### config.mk
export PLATFORM = sky130hd
export DESIGN_NAME = run_length_decoder_core
export DESIGN_NICKNAME = d
export VERILOG_FILES = /design/src/rld_pkg.sv /design/src/rld_front.sv /design/src/rld_queue.sv /design/src/rld_back.sv /design/src/run_length_decoder_core.sv
export SDC_FILE = /design/constraint.sdc
export NUM_CORES = 1
export LEC_CHECK = 0
export BUFFER_PORTS_ARGS = -buffer_cell sky130_fd_sc_hd__buf_2
export CORE_MARGIN = 1.5
export CORE_UTILIZATION = 30
export DETAILED_ROUTE_END_ITERATION = 10
export GPL_TIMING_DRIVEN = 0
export PLACE_DENSITY = 0.43
export RECOVER_POWER = 50
export SYNTH_ARGS = -nofsm -noshare
export SYNTH_HDL_FRONTEND = slang
export SYNTH_SLANG_ARGS = --single-unit
### constraint.sdc
create_clock -name clk -period 8 [get_ports clk]
set_input_delay 1.6 -clock clk [delete_from_list [all_inputs] [get_ports clk]]
set_output_delay 1.6 -clock clk [all_outputs]
set_load 0.005 [all_outputs]
### src/rld_pkg.sv
// ----------------------------------------------------------------------------
// rld_pkg
// Shared types and constants of the run-length decoder.
// ----------------------------------------------------------------------------
package rld_pkg;

    // Length byte that marks end of data
    localparam logic [7:0] EOD_MARK    = 8'd128;
    // Repeat count is REPEAT_BIAS minus the length byte
    localparam logic [8:0] REPEAT_BIAS = 9'd257;

    // Default number of commands held between front and back
    localparam int QUEUE_DEPTH_DEFAULT = 2;

    // Error codes of a result
    localparam logic [1:0] ERR_NONE    = 2'd0;
    localparam logic [1:0] ERR_LITERAL = 2'd1;
    localparam logic [1:0] ERR_REPEAT  = 2'd2;

    // Byte counts of a result
    localparam logic [1:0] CNT_NONE = 2'd0;
    localparam logic [1:0] CNT_ONE  = 2'd1;
    localparam logic [1:0] CNT_TWO  = 2'd2;

    // One command from front to back: either a ready result or a repeat run
    typedef struct packed {
        logic       is_repeat;
        logic [7:0] data_byte;
        logic [1:0] byte_count;
        logic       end_of_data;
        logic [1:0] error_code;
        logic [7:0] repeat_total;
    } rld_cmd_t;

    // Push side of the queue
    typedef struct packed {
        logic     valid;
        rld_cmd_t cmd;
    } rld_push_t;

endpackage

### src/rld_front.sv
// ----------------------------------------------------------------------------
// rld_front
// Accepts encoded bytes, tracks the run header and issues commands.
// ----------------------------------------------------------------------------
module rld_front
    import rld_pkg::*;
(
    input  logic       clk,
    input  logic       rst_n,
    input  logic       in_valid,
    output logic       in_ready,
    input  logic [7:0] encoded_byte,
    input  logic       stream_end,
    input  logic       queue_full,
    output rld_push_t  push
);

    typedef enum logic [3:0] {
        PH_LEN  = 4'b0001,
        PH_LIT  = 4'b0010,
        PH_REP  = 4'b0100,
        PH_DONE = 4'b1000
    } phase_t;

    phase_t     phase_reg, phase_next;
    logic [7:0] lit_rem_reg, lit_rem_next;
    logic [7:0] rep_total_reg, rep_total_next;
    logic [7:0] lit_dec;
    logic       accept;

    assign in_ready = !queue_full;
    assign accept   = in_valid && in_ready;

    // Classify the accepted item and build the command
    always_comb
    begin
        phase_next     = phase_reg;
        lit_rem_next   = lit_rem_reg;
        rep_total_next = rep_total_reg;
        push           = '0;
        lit_dec        = (lit_rem_reg != 8'd0) ? lit_rem_reg - 8'd1 : 8'd0;
        if (accept)
        begin
            case (phase_reg)
                PH_LEN:
                begin
                    if (encoded_byte == EOD_MARK)
                    begin
                        push.valid           = 1'b1;
                        push.cmd.end_of_data = 1'b1;
                        phase_next           = PH_DONE;
                    end
                    else if (encoded_byte < EOD_MARK)
                    begin
                        lit_rem_next = encoded_byte + 8'd1;
                        phase_next   = PH_LIT;
                        if (stream_end)
                        begin
                            push.valid          = 1'b1;
                            push.cmd.error_code = ERR_LITERAL;
                        end
                    end
                    else
                    begin
                        rep_total_next = 8'(REPEAT_BIAS - {1'b0, encoded_byte});
                        phase_next     = PH_REP;
                        if (stream_end)
                        begin
                            push.valid          = 1'b1;
                            push.cmd.error_code = ERR_REPEAT;
                        end
                    end
                end
                PH_LIT:
                begin
                    lit_rem_next        = lit_dec;
                    if (lit_dec == 8'd0)
                        phase_next = PH_LEN;
                    push.valid          = 1'b1;
                    push.cmd.data_byte  = encoded_byte;
                    push.cmd.byte_count = CNT_ONE;
                    push.cmd.error_code = (stream_end && lit_dec != 8'd0) ?
                                          ERR_LITERAL : ERR_NONE;
                end
                PH_REP:
                begin
                    push.valid            = 1'b1;
                    push.cmd.is_repeat    = 1'b1;
                    push.cmd.data_byte    = encoded_byte;
                    push.cmd.repeat_total = rep_total_reg;
                    rep_total_next        = 8'd0;
                    phase_next            = PH_LEN;
                end
                default:
                begin
                    // After end of data: drop the item
                end
            endcase
            // Start a new stream after the last byte
            if (stream_end)
            begin
                phase_next     = PH_LEN;
                lit_rem_next   = 8'd0;
                rep_total_next = 8'd0;
            end
        end
    end

    always_ff @(posedge clk or negedge rst_n)
    begin
        if (!rst_n)
        begin
            phase_reg     <= PH_LEN;
            lit_rem_reg   <= 8'd0;
            rep_total_reg <= 8'd0;
        end
        else
        begin
            phase_reg     <= phase_next;
            lit_rem_reg   <= lit_rem_next;
            rep_total_reg <= rep_total_next;
        end
    end

endmodule

### src/rld_queue.sv
// ----------------------------------------------------------------------------
// rld_queue
// Short command queue that decouples the front from the back.
// ----------------------------------------------------------------------------
module rld_queue
    import rld_pkg::*;
#(
    parameter int DEPTH = QUEUE_DEPTH_DEFAULT
)
(
    input  logic      clk,
    input  logic      rst_n,
    input  rld_push_t push,
    output logic      full,
    output logic      empty,
    input  logic      pop,
    output rld_cmd_t  head
);

    localparam int PTR_W = (DEPTH > 1) ? $clog2(DEPTH) : 1;
    localparam int CNT_W = $clog2(DEPTH + 1);

    rld_cmd_t           entry_mem [DEPTH];
    logic [PTR_W-1:0]   wr_ptr_reg, wr_ptr_next;
    logic [PTR_W-1:0]   rd_ptr_reg, rd_ptr_next;
    logic [CNT_W-1:0]   count_reg, count_next;
    logic               do_push, do_pop;

    assign full    = (count_reg == CNT_W'(DEPTH));
    assign empty   = (count_reg == '0);
    assign do_push = push.valid && !full;
    assign do_pop  = pop && !empty;
    assign head    = entry_mem[rd_ptr_reg];

    // Advance pointers and fill count
    always_comb
    begin
        wr_ptr_next = wr_ptr_reg;
        rd_ptr_next = rd_ptr_reg;
        count_next  = count_reg;
        if (do_push)
            wr_ptr_next = (wr_ptr_reg == PTR_W'(DEPTH - 1)) ? '0 : wr_ptr_reg + 1'b1;
        if (do_pop)
            rd_ptr_next = (rd_ptr_reg == PTR_W'(DEPTH - 1)) ? '0 : rd_ptr_reg + 1'b1;
        if (do_push && !do_pop)
            count_next = count_reg + 1'b1;
        else if (!do_push && do_pop)
            count_next = count_reg - 1'b1;
    end

    always_ff @(posedge clk or negedge rst_n)
    begin
        if (!rst_n)
        begin
            wr_ptr_reg <= '0;
            rd_ptr_reg <= '0;
            count_reg  <= '0;
        end
        else
        begin
            wr_ptr_reg <= wr_ptr_next;
            rd_ptr_reg <= rd_ptr_next;
            count_reg  <= count_next;
        end
    end

    // Store the pushed command
    always_ff @(posedge clk)
    begin
        if (do_push)
            entry_mem[wr_ptr_reg] <= push.cmd;
    end

endmodule

### src/rld_back.sv
// ----------------------------------------------------------------------------
// rld_back
// Carries out commands: passes single results, expands repeat runs in pairs.
// ----------------------------------------------------------------------------
module rld_back
    import rld_pkg::*;
(
    input  logic       clk,
    input  logic       rst_n,
    input  logic       empty,
    input  rld_cmd_t   head,
    output logic       pop,
    output logic       out_valid,
    input  logic       out_ready,
    output logic [7:0] first_byte,
    output logic [7:0] second_byte,
    output logic [1:0] byte_count,
    output logic       end_of_data,
    output logic [1:0] error_code,
    output logic       last_of_run
);

    logic       out_valid_reg, out_valid_next;
    logic [7:0] first_reg, first_next;
    logic [7:0] second_reg, second_next;
    logic [1:0] count_reg, count_next;
    logic       eod_reg, eod_next;
    logic [1:0] err_reg, err_next;
    logic       last_reg, last_next;
    logic       rep_active_reg, rep_active_next;
    logic [7:0] rep_left_reg, rep_left_next;
    logic [7:0] rep_byte_reg, rep_byte_next;
    logic       can_load;

    assign can_load = !out_valid_reg || out_ready;
    assign pop      = can_load && !rep_active_reg && !empty;

    // Load the output register from the run in progress or the queue head
    always_comb
    begin
        out_valid_next  = out_valid_reg && !out_ready;
        first_next      = first_reg;
        second_next     = second_reg;
        count_next      = count_reg;
        eod_next        = eod_reg;
        err_next        = err_reg;
        last_next       = last_reg;
        rep_active_next = rep_active_reg;
        rep_left_next   = rep_left_reg;
        rep_byte_next   = rep_byte_reg;
        if (can_load)
        begin
            if (rep_active_reg)
            begin
                out_valid_next = 1'b1;
                first_next     = rep_byte_reg;
                eod_next       = 1'b0;
                err_next       = ERR_NONE;
                if (rep_left_reg >= 8'd2)
                begin
                    second_next     = rep_byte_reg;
                    count_next      = CNT_TWO;
                    last_next       = (rep_left_reg == 8'd2);
                    rep_active_next = (rep_left_reg != 8'd2);
                    rep_left_next   = rep_left_reg - 8'd2;
                end
                else
                begin
                    second_next     = 8'd0;
                    count_next      = CNT_ONE;
                    last_next       = 1'b1;
                    rep_active_next = 1'b0;
                    rep_left_next   = 8'd0;
                end
            end
            else if (!empty)
            begin
                if (head.is_repeat)
                begin
                    // Hold the run; pairs go out from the next cycle
                    rep_active_next = 1'b1;
                    rep_left_next   = head.repeat_total;
                    rep_byte_next   = head.data_byte;
                end
                else
                begin
                    out_valid_next = 1'b1;
                    first_next     = head.data_byte;
                    second_next    = 8'd0;
                    count_next     = head.byte_count;
                    eod_next       = head.end_of_data;
                    err_next       = head.error_code;
                    last_next      = 1'b1;
                end
            end
        end
    end

    always_ff @(posedge clk or negedge rst_n)
    begin
        if (!rst_n)
        begin
            out_valid_reg  <= 1'b0;
            rep_active_reg <= 1'b0;
            rep_left_reg   <= 8'd0;
        end
        else
        begin
            out_valid_reg  <= out_valid_next;
            rep_active_reg <= rep_active_next;
            rep_left_reg   <= rep_left_next;
        end
    end

    always_ff @(posedge clk)
    begin
        first_reg    <= first_next;
        second_reg   <= second_next;
        count_reg    <= count_next;
        eod_reg      <= eod_next;
        err_reg      <= err_next;
        last_reg     <= last_next;
        rep_byte_reg <= rep_byte_next;
    end

    assign out_valid   = out_valid_reg;
    assign first_byte  = first_reg;
    assign second_byte = second_reg;
    assign byte_count  = count_reg;
    assign end_of_data = eod_reg;
    assign error_code  = err_reg;
    assign last_of_run = last_reg;

endmodule

### src/run_length_decoder_core.sv
// ----------------------------------------------------------------------------
// run_length_decoder_core
// Run-length (PackBits style) stream decoder, one encoded byte per item.
// ----------------------------------------------------------------------------
// Input channel (in_valid/in_ready): one encoded byte per item, stream_end
// set on the last byte of a stream. Output channel (out_valid/out_ready):
// one result per item with up to two decoded bytes, the end-of-data flag,
// an error code and last_of_run on the final result of each input byte.
// Header and literal bytes are taken one per cycle while the command queue
// has room. A repeat byte first starts its run in the back end, which then
// sends it out as pairs of bytes, a single last byte for an odd count;
// the front keeps taking bytes until the command queue (QUEUE_DEPTH
// entries) fills. An accepted item passes through the command queue and
// then into the output register before its first result; a repeat byte
// first starts its run in the back end after it leaves the queue.
// Reset clears the decoder phase, the queue and the output valid, so the
// next byte is read as a length byte. When the receiver stalls, the result
// holds in the output register, the back end stops, the queue fills and
// in_ready drops.
// ----------------------------------------------------------------------------
module run_length_decoder_core
    import rld_pkg::*;
#(
    parameter int QUEUE_DEPTH = QUEUE_DEPTH_DEFAULT
)
(
    input  logic       clk,
    input  logic       rst_n,
    input  logic       in_valid,
    output logic       in_ready,
    input  logic [7:0] encoded_byte,
    input  logic       stream_end,
    output logic       out_valid,
    input  logic       out_ready,
    output logic [7:0] first_byte,
    output logic [7:0] second_byte,
    output logic [1:0] byte_count,
    output logic       end_of_data,
    output logic [1:0] error_code,
    output logic       last_of_run
);

    rld_push_t push;
    rld_cmd_t  head;
    logic      queue_full;
    logic      queue_empty;
    logic      pop;

    // Accept and classify bytes
    rld_front u_front (
        .clk          (clk),
        .rst_n        (rst_n),
        .in_valid     (in_valid),
        .in_ready     (in_ready),
        .encoded_byte (encoded_byte),
        .stream_end   (stream_end),
        .queue_full   (queue_full),
        .push         (push)
    );

    // Hold commands between front and back
    rld_queue #(
        .DEPTH (QUEUE_DEPTH)
    ) u_queue (
        .clk   (clk),
        .rst_n (rst_n),
        .push  (push),
        .full  (queue_full),
        .empty (queue_empty),
        .pop   (pop),
        .head  (head)
    );

    // Produce results
    rld_back u_back (
        .clk         (clk),
        .rst_n       (rst_n),
        .empty       (queue_empty),
        .head        (head),
        .pop         (pop),
        .out_valid   (out_valid),
        .out_ready   (out_ready),
        .first_byte  (first_byte),
        .second_byte (second_byte),
        .byte_count  (byte_count),
        .end_of_data (end_of_data),
        .error_code  (error_code),
        .last_of_run (last_of_run)
    );

endmodule

## After elaboration in Yosys (flattened, before gate mapping)

Memories as Yosys holds them, arrays and structs flattened.
Cells that the tools add are included.

- $add $sub $neg: 8
- $lt $le $gt $ge: 2
- Equality and inequality tests: 13
- Muxes and demuxes: 67
- Bitwise logic cells: 2
- Reduce and logical (&&, ||, !) cells: 33

Operators with widths:

| cell | number |
|---|---|
| two-way mux 8 bit | 20 |
| case mux 8 bit (2 select lines) | 2 |
| two-way mux 1 bit | 26 |
| two-way mux 23 bit | 1 |
| two-way mux 2 bit | 11 |
| nonzero test 8 bit | 2 |
| two-way mux 4 bit | 3 |
| case mux 4 bit (3 select lines) | 1 |
| AND reduction 4 bit | 3 |
| logical AND 1 bit | 9 |
| AND reduction 3 bit | 3 |
| adder 8 x 1 -> 8 bit (second input constant) | 1 |
| == test 8 x 2 -> 1 bit (second input constant) | 1 |
| == test 8 bit (second input constant) | 1 |
| >= comparator 8 x 2 -> 1 bit (second input constant) | 1 |
| zero test 8 bit | 1 |
| < comparator 8 bit (second input constant) | 1 |
| != test 8 x 2 -> 1 bit (second input constant) | 1 |
| subtractor 1 x 8 -> 8 bit (first input constant) | 1 |
| subtractor 8 x 1 -> 8 bit (second input constant) | 1 |
| subtractor 8 x 2 -> 8 bit (second input constant) | 1 |
| zero test 1 bit | 7 |
| != test 3 x 2 -> 1 bit (second input constant) | 2 |
| != test 3 bit (second input constant) | 2 |
| other kinds (19) | 23 |

- Bits in registers: 64
- Bits in writable memories: 44
- Input port bits: 13
- Output and inout port bits: 24
- Logic and storage cells: 142
- Memories: 1

Memory list:

| memory | depth | width | rd ports | clocked after Yosys merged registers in | wr ports | RTL line | source |
|---|---|---|---|---|---|---|---|
| u_queue.entry_mem | 2 | 22 | 1 | 0 | 1 | rld_queue.sv:23 | `rld_cmd_t entry_mem [DEPTH];` |

## Depth between registers and ports, before layout

Gate-level depths: netlist of run 1.

- Word-level depth: 12
- Mapped depth: 9

## Hierarchy

Synthesis of run 1 repeated with hierarchy kept, for this count alone.

- Cell total of the unflattened synthesis: 427
- Area, all modules: 5283.8 sq um

By module, submodules not included:

| module | times used | cells an instance | area an instance (sq um) | seq. area each (sq um) |
|---|---|---|---|---|
| rld_queue | 1 | 87 | 1788.0 | 1421.4 |
| rld_front | 1 | 215 | 1749.2 | 501.7 |
| rld_back | 1 | 125 | 1746.7 | 1151.1 |

## Worst setup path before layout of run 1

No wires, ideal clock.

- Kind: input to register
- Start point: input port encoded_byte[5]
- End point: memory u_queue.entry_mem[0][0] in the netlist's numbering (enable)
- Setup time: 0.401 ns
- Arrival time: 3.508 ns
- Slack: 4.091 ns
- Stages: 6
- Path buffers: 1
- Cells stage by stage: buf_2 > nor4_4 > nand4_2 > a21oi_1 > a21o_1 > nor2b_1

- Word-level cells in the longest chain between the ends: 7

Ends and longest elaborated chain:

| what | RTL line | source |
|---|---|---|
| start: declaration | run_length_decoder_core.sv:31 | `input logic [7:0] encoded_byte,` |
| == test 8 bit | rld_front.sv:47 | `if (encoded_byte == EOD_MARK)` |
| two-way mux 1 bit | rld_front.sv:47 |  |
| case mux 1 bit (2 select lines) | rld_front.sv:44 | `case (phase_reg)` |
| two-way mux 23 bit | rld_front.sv:42 | `if (accept)` |
| logical AND 1 bit | rld_queue.sv:31 | `assign do_push = push.valid && !full;` |
| named net u_queue.do_push | rld_queue.sv:27 | `logic do_push, do_pop;` |
| two-way mux 1 bit | rld_queue.sv:70 | `if (do_push)` |
| two-way mux 1 bit (implied by the code) | rld_queue.sv:71 | `entry_mem[wr_ptr_reg] <= push.cmd;` |
| end: declaration | rld_queue.sv:23 |  |

The timed path passes the listed nets, and every way through them passes these cells.

## Worst setup path after layout of run 1

- Start point: input port encoded_byte[6]
- End point: memory u_queue.entry_mem[1][17] in the netlist's numbering (enable)

The elaborated chain is that of the path after synthesis.

==> flow_summary.json, run 1 <==
{
  "synth_common_cells": "72 x edfxtp_1, 33 x dfrtp_1, 24 x nor2_1, 23 x nand2_1, 19 x o21ai_0",
  "syn_nets": 431,
  "drt_pass1_iterations": 7,
  "netlist_area_sq_um": 5130,
  "area.growth.synth_to_final_pct": 14.8,
  "fillers": 1648,
  "period_needed_ns": 3.78,
  "seq_area_sq_um": 3010,
  "antenna_found_initial": 0,
  "gr-total-overflow": 0,
  "ant_nets": 0,
  "synth_top_area_frac": 0.422,
  "slew_violations": 35,
  "regMostFlops": "u_queue.entry_mem",
  "crit_fanout": 21,
  "vias": 3271,
  "slowest_stage": "and2_1",
  "synth_edf_count": 72,
  "fin_setup_tns_ns": 0,
  "final_nets": 476,
  "cts_tree": "done",
  "arrival_ns": 3.75,
  "setup_slack_ns": 4.22,
  "worst_setup_path_end_kind": "flop",
  "diodes": 0,
  "row_count": 47,
  "synth-main-ff-cell": "edfxtp_1",
  "yosysTopAreaCell": "edfxtp_1",
  "yosys-top-cells-area": "edfxtp_1 42%, dfrtp_1 16%, mux2_2 3.7%, mux2i_1 2.3%, and2_1 2.2%",
  "place.gp.congestion": 0.822,
  "post-cts-setup-buffer-count": 0,
  "cts_buffer_depth": 2,
  "ios": 37,
  "ys_warn_count": 0,
  "cts_buffers": 9,
  "tightest_slew_ns": 2.15,
  "max_stage_delay_ns": 0.83,
  "drive_above_1_share": 0.174,
  "irDropWorstVdd_v": 0.000130,
  "avgSynthCellArea_sq_um": 12.5,
  "routed_wl_microns": 11400,
  "synth_seq_cells": 106,
  "cts_root_buffer": "clkbuf_16",
  "die_w_microns": 134,
  "fin_skew_ns": 0.00876,
  "async_flop_share": 0.321,
  "cts.repair.resized": 0,
  "leakagePower_nw": 2.27,
  "htree_levels": 3,
  "dieArea_sq_um": 17900,
  "startpoint_type": "primary input",
  "grt_pass1_vias": 3294,
  "place_ws_ns": 3.99,
  "drt_iter0_drc": 169,
  "setup_viol_count_final": 0,
  "clock-sinks": 106,
  "r2r_cells": 6,
  "max_freq_mhz": 264,
  "crit_required_ns": 7.97,
  "die_h_microns": 134,
  "stdcell_area_sq_um": 5890,
  "rsz0062_at_grt": "no",
  "synthDistinctLibCells": 69,
  "hpwlAfterDp_microns": 8070,
  "ys_seq_area_frac": 0.588,
  "outcome": "complete, but fails checks",
  "route.detailed.drc": 0,
  "synth_most_common_cell": "edfxtp_1",
  "port_buffers": 32,
  "start_util": 0.308,
  "crit_end": "u_queue.entry_mem[1][17]$_DFFE_PP_",
  "largest_register_ffs": 42,
  "vias_per_cell": 4.81,
  "rrSetupSlack_ns": 4.83,
  "multi_input_area_sq_um": 1940,
  "clk_pin_slew_worst_paths_ns": 0.08,
  "placed_area_sq_um": 5610,
  "grt_pass1_wl_microns": 18300,
  "wire_per_inst_microns": 16.7,
  "hold_viol": 0,
  "max_cap_viol_count": 1,
  "holdWs_ns": 0.501,
  "powerDensity_nw_per_um2": 364,
  "cp-startpoint": "encoded_byte[6]",
  "grt_use_total": 0.134,
  "syn_inst": 410,
  "worst-setup-path-type": "in -> reg",
  "min_period_over_period": 0.473,
  "grt_max_degree": 35,
  "slew_headroom": -0.430,
  "holdCritPathClass": "reg -> reg",
  "clock_latency_ns": 0.36,
  "crit_chain": "buf_2, nor4_1, nand4_1, a21oi_1, a21o_1, and2_1",
  "hold_buffers": 0,
  "core_area_sq_um": 16600,
  "r2r_end": "u_queue.entry_mem[1][17]$_DFFE_PP_",
  "violations": "capacitance limit, slew limit",
  "r2r-start": "u_front.phase_reg[0]$_DFFE_PN1P_",
  "power_w": 0.00215
}
## where the power goes
group / switching, W / internal (W) / total, W
registers: 0.0000917 / 0.000775 / 0.000867
clock network: 0.000223 / 0.000285 / 0.000507
logic: 0.000453 / 0.000318 / 0.000772
total: 0.000768 / 0.00138 / 0.00215
## metal layers
| layer | vias up | wire length (microns) | GRT usage |
|---|---|---|---|
| met3 | 9 | 382 | 0.0369 |
| li1 | 1610 | - | - |
| met2 | 51 | 5490 | 0.218 |
| met1 | 1601 | 5350 | 0.174 |
| met4 | 0 | 129 | 0.0386 |
| met5 | - | 0 | 0 |
## logic make-up (layout without fill, tap and decap cells)
kind of cell    after synthesis  count (layout)  share of synthesized area
buf+inv                      35              85                     0.0305
fa+ha+maj                     8               8                     0.0195
compound gates               83              83                      0.113
simple gates                132             132                      0.160
mux                          29              29                     0.0607
flops                       106             106                      0.588
xor+xnor                     17              17                     0.0290
## stage by stage
step | std cells | util
global route | 680 | 0.354
CTS | 680 | 0.358
global placement | 662 | 0.334
finish | 680 | 0.354
detailed placement | 664 | 0.337
floorplan | 410 | -
## layout make-up
type / instances / share of cell area
Buffer: 21 / 0.0161
Clock buffer: 9 / 0.0382
Clock inverter: 7 / 0.0202
Inverter: 14 / 0.00892
Multi-Input combinational cell: 269 / 0.329
Sequential cell: 106 / 0.512
Tap cell: 220 / 0.0467
Timing Repair Buffer: 34 / 0.0293
## critical path, delay by kind of cell
kind	cells	cell delay [ns]
AOI/OAI and AO/OA	2	0.42
buffers and inverters	1	0.14
and+or+nand+nor	3	1.56
## worst min path at each step
stage	from	to	cells after the start
after floorplan	u_queue.wr_ptr_reg$_DFFE_PN0P_	u_queue.wr_ptr_reg$_DFFE_PN0P_	1
after detailed placement	u_front.rep_total_reg[0]$_DFFE_PN0P_	u_front.rep_total_reg[0]$_DFFE_PN0P_	1
final	u_front.rep_total_reg[3]$_DFFE_PN0P_	u_front.rep_total_reg[3]$_DFFE_PN0P_	1
after global placement	u_queue.wr_ptr_reg$_DFFE_PN0P_	u_queue.wr_ptr_reg$_DFFE_PN0P_	1
after CTS	u_queue.wr_ptr_reg$_DFFE_PN0P_	u_queue.wr_ptr_reg$_DFFE_PN0P_	1
after global routing	u_front.rep_total_reg[3]$_DFFE_PN0P_	u_front.rep_total_reg[3]$_DFFE_PN0P_	1
## placed cells by master, fill, tap and decap left out, drive strengths merged, types with 7 or more instances in the layout
master | synthesis | final
a21oi | 12 | 12
a22o | 10 | 10
and2 | 18 | 18
and3 | 11 | 11
buf | 13 | 37
clkbuf | 8 | 27
dfrtp | 33 | 33
edfxtp | 72 | 72
ha | 8 | 8
inv | 14 | 17
mux2 | 17 | 17
mux2i | 12 | 12
nand2 | 23 | 23
nor2 | 24 | 24
nor3 | 12 | 12
nor4 | 7 | 7
o21ai | 25 | 25
o31ai | 7 | 7
xnor2 | 10 | 10
xor2 | 7 | 7
No activity file was read; power rests on OpenSTA's default activity.
==> run 2, diff against run 1 <==
clock period = 3.64 ns   (was 8 ns; I/O delays follow)
==> run 2 against run 1 <==
The run still ends with capacitance limit, slew limit left. Sequential share of layout area down 0.17 points. Die area unchanged. Final area up 0.34%. Largest cell class unchanged.
==> flow_summary.json, run 2 (same netlist as run 1, synthesis figures left out) <==
{
  "final_nets": 476,
  "slew_violations": 35,
  "cts_buffer_depth": 2,
  "row_count": 47,
  "rrSetupSlack_ns": 0.88,
  "fin_setup_tns_ns": 0,
  "vias_per_cell": 4.81,
  "max_cap_viol_count": 1,
  "cp-startpoint": "u_front.phase_reg[0]$_DFFE_PN1P_",
  "clock-sinks": 106,
  "hpwlAfterDp_microns": 8070,
  "max_stage_delay_ns": 0.84,
  "crit_required_ns": 3.61,
  "dieArea_sq_um": 17900,
  "crit_fanout": 21,
  "ios": 37,
  "htree_levels": 3,
  "fin_skew_ns": 0.00829,
  "wl_met3_microns": 410,
  "route.detailed.drc": 0,
  "start_util": 0.308,
  "slowest_stage": "and2_1",
  "setup_viol_count_final": 0,
  "wl_met1_microns": 5380,
  "p_sw_frac": 0.357,
  "grt_use_total": 0.134,
  "die_w_microns": 134,
  "wire_per_inst_microns": 16.8,
  "fillers": 1642,
  "cts_buffers": 9,
  "worst-setup-path-type": "reg -> reg",
  "core_area_sq_um": 16600,
  "grt_max_degree": 35,
  "place_ws_ns": 0.498,
  "crit_chain": "buf_4, nor4b_4, nand3_1, a21oi_1, a21o_1, and2_1",
  "max_freq_mhz": 362,
  "powerDensity_nw_per_um2": 800,
  "crit_family": "simple AND/OR/NAND/NOR gates",
  "violations": "capacitance limit, slew limit",
  "vias": 3268,
  "startpoint_type": "flop",
  "slew_headroom": -0.440,
  "leakagePower_nw": 2.28,
  "post-cts-setup-buffer-count": 0,
  "hold_start": "u_queue.count_reg[1]$_DFFE_PN0P_",
  "diodes": 0,
  "final_cell_mix": "72 x edfxtp_1, 33 x dfrtp_1, 28 x buf_2",
  "setup_slack_ns": 0.880,
  "clk_pin_slew_worst_paths_ns": 0.08,
  "clock_latency_ns": 0.35,
  "wl_met2_microns": 5450,
  "sequentialPowerShare": 0.403,
  "cts_tree": "done",
  "antenna_found_initial": 0,
  "largest_register_ffs": 42,
  "arrival_ns": 2.73,
  "port_buffers": 32,
  "min_period_over_period": 0.758,
  "area.growth.synth_to_final_pct": 15.2,
  "ant_nets": 0,
  "grt_pass1_vias": 3294,
  "p_int_w": 0.00304,
  "hold_buffers": 0,
  "holdCritPathClass": "reg -> reg",
  "place.gp.congestion": 0.822,
  "r2r-start": "u_front.phase_reg[0]$_DFFE_PN1P_",
  "drt_pass1_iterations": 4,
  "irDropWorstVdd_v": 0.000287,
  "cts_root_buffer": "clkbuf_16",
  "die_h_microns": 134,
  "drt_iter0_drc": 177,
  "grt_pass1_wl_microns": 18300,
  "p_switching_w": 0.00169,
  "combPwrFrac": 0.361,
  "worst-path-buf-inv": 1,
  "clkPwrFrac": 0.236,
  "gr-total-overflow": 0,
  "regMostFlops": "u_queue.entry_mem",
  "drive_above_1_share": 0.163,
  "worst_setup_path_end_kind": "flop",
  "top_layer": "met4",
  "routed_wl_microns": 11400,
  "cts.repair.resized": 0,
  "tightest_slew_ns": 2.16,
  "rsz0062_at_grt": "no",
  "hold_viol": 0,
  "final_common_cell": "edfxtp_1",
  "period_needed_ns": 2.76,
  "outcome": "complete, but fails checks"
}
run 2: layer usage:
| metal | vias to the layer above | GRT usage |
|---|---|---|
| met1 | 1596 | 0.174 |
| met5 | - | 0 |
| li1 | 1606 | - |
| met3 | 12 | 0.0369 |
| met2 | 54 | 0.218 |
| met4 | 0 | 0.0386 |
run 2: worst paths after layout:
check,to,cells past startpoint
worst max-delay path,u_queue.entry_mem[1][17]$_DFFE_PP_,6
max in group asynchronous,u_front.rep_total_reg[6]$_DFFE_PN0P_,1
worst min register to register,u_queue.count_reg[1]$_DFFE_PN0P_,1
worst min-delay path,u_queue.count_reg[1]$_DFFE_PN0P_,1
min in group asynchronous,u_back.out_valid$_DFF_PN0_,1
worst max register to register,u_queue.entry_mem[1][17]$_DFFE_PP_,6
run 2: metrics by stage:
| stage | hold WS, ns | std cells | utilization | area (sq um) | power [W] |
|---|---|---|---|---|---|
| 6_report | 0.497 | 680 | 0.355 | 5910 | 0.00473 |
| 3_3_place_gp | 0.468 | 662 | 0.334 | 5560 | 0.00364 |
| 5_1_grt | 0.516 | 680 | 0.355 | 5910 | 0.00505 |
| 4_1_cts | 0.505 | 680 | 0.358 | 5960 | 0.00484 |
| 3_5_place_dp | 0.491 | 664 | 0.337 | 5610 | 0.00370 |
| 2_1_floorplan | 0.432 | 410 | - | 5130 | 0.00315 |
run 2: power groups by stage:
stage               logic [W]  registers, W  clock network (W)
floorplan             0.00125       0.00190                  0
global placement      0.00172       0.00192                  0
detailed placement    0.00177       0.00193                  0
CTS                   0.00178       0.00190            0.00115
global route          0.00190       0.00194            0.00120
finish                0.00171       0.00191            0.00112
run 2: final cells by class:
class	count	area (sq um)	area share
Buffer	21	97.6	0.0165
Clock buffer	9	225	0.0381
Clock inverter	7	119	0.0201
Inverter	14	52.6	0.00889
Multi-Input combinational cell	269	1940	0.328
Sequential cell	106	3010	0.510
Tap cell	220	275	0.0466
Timing Repair Buffer	34	190	0.0322
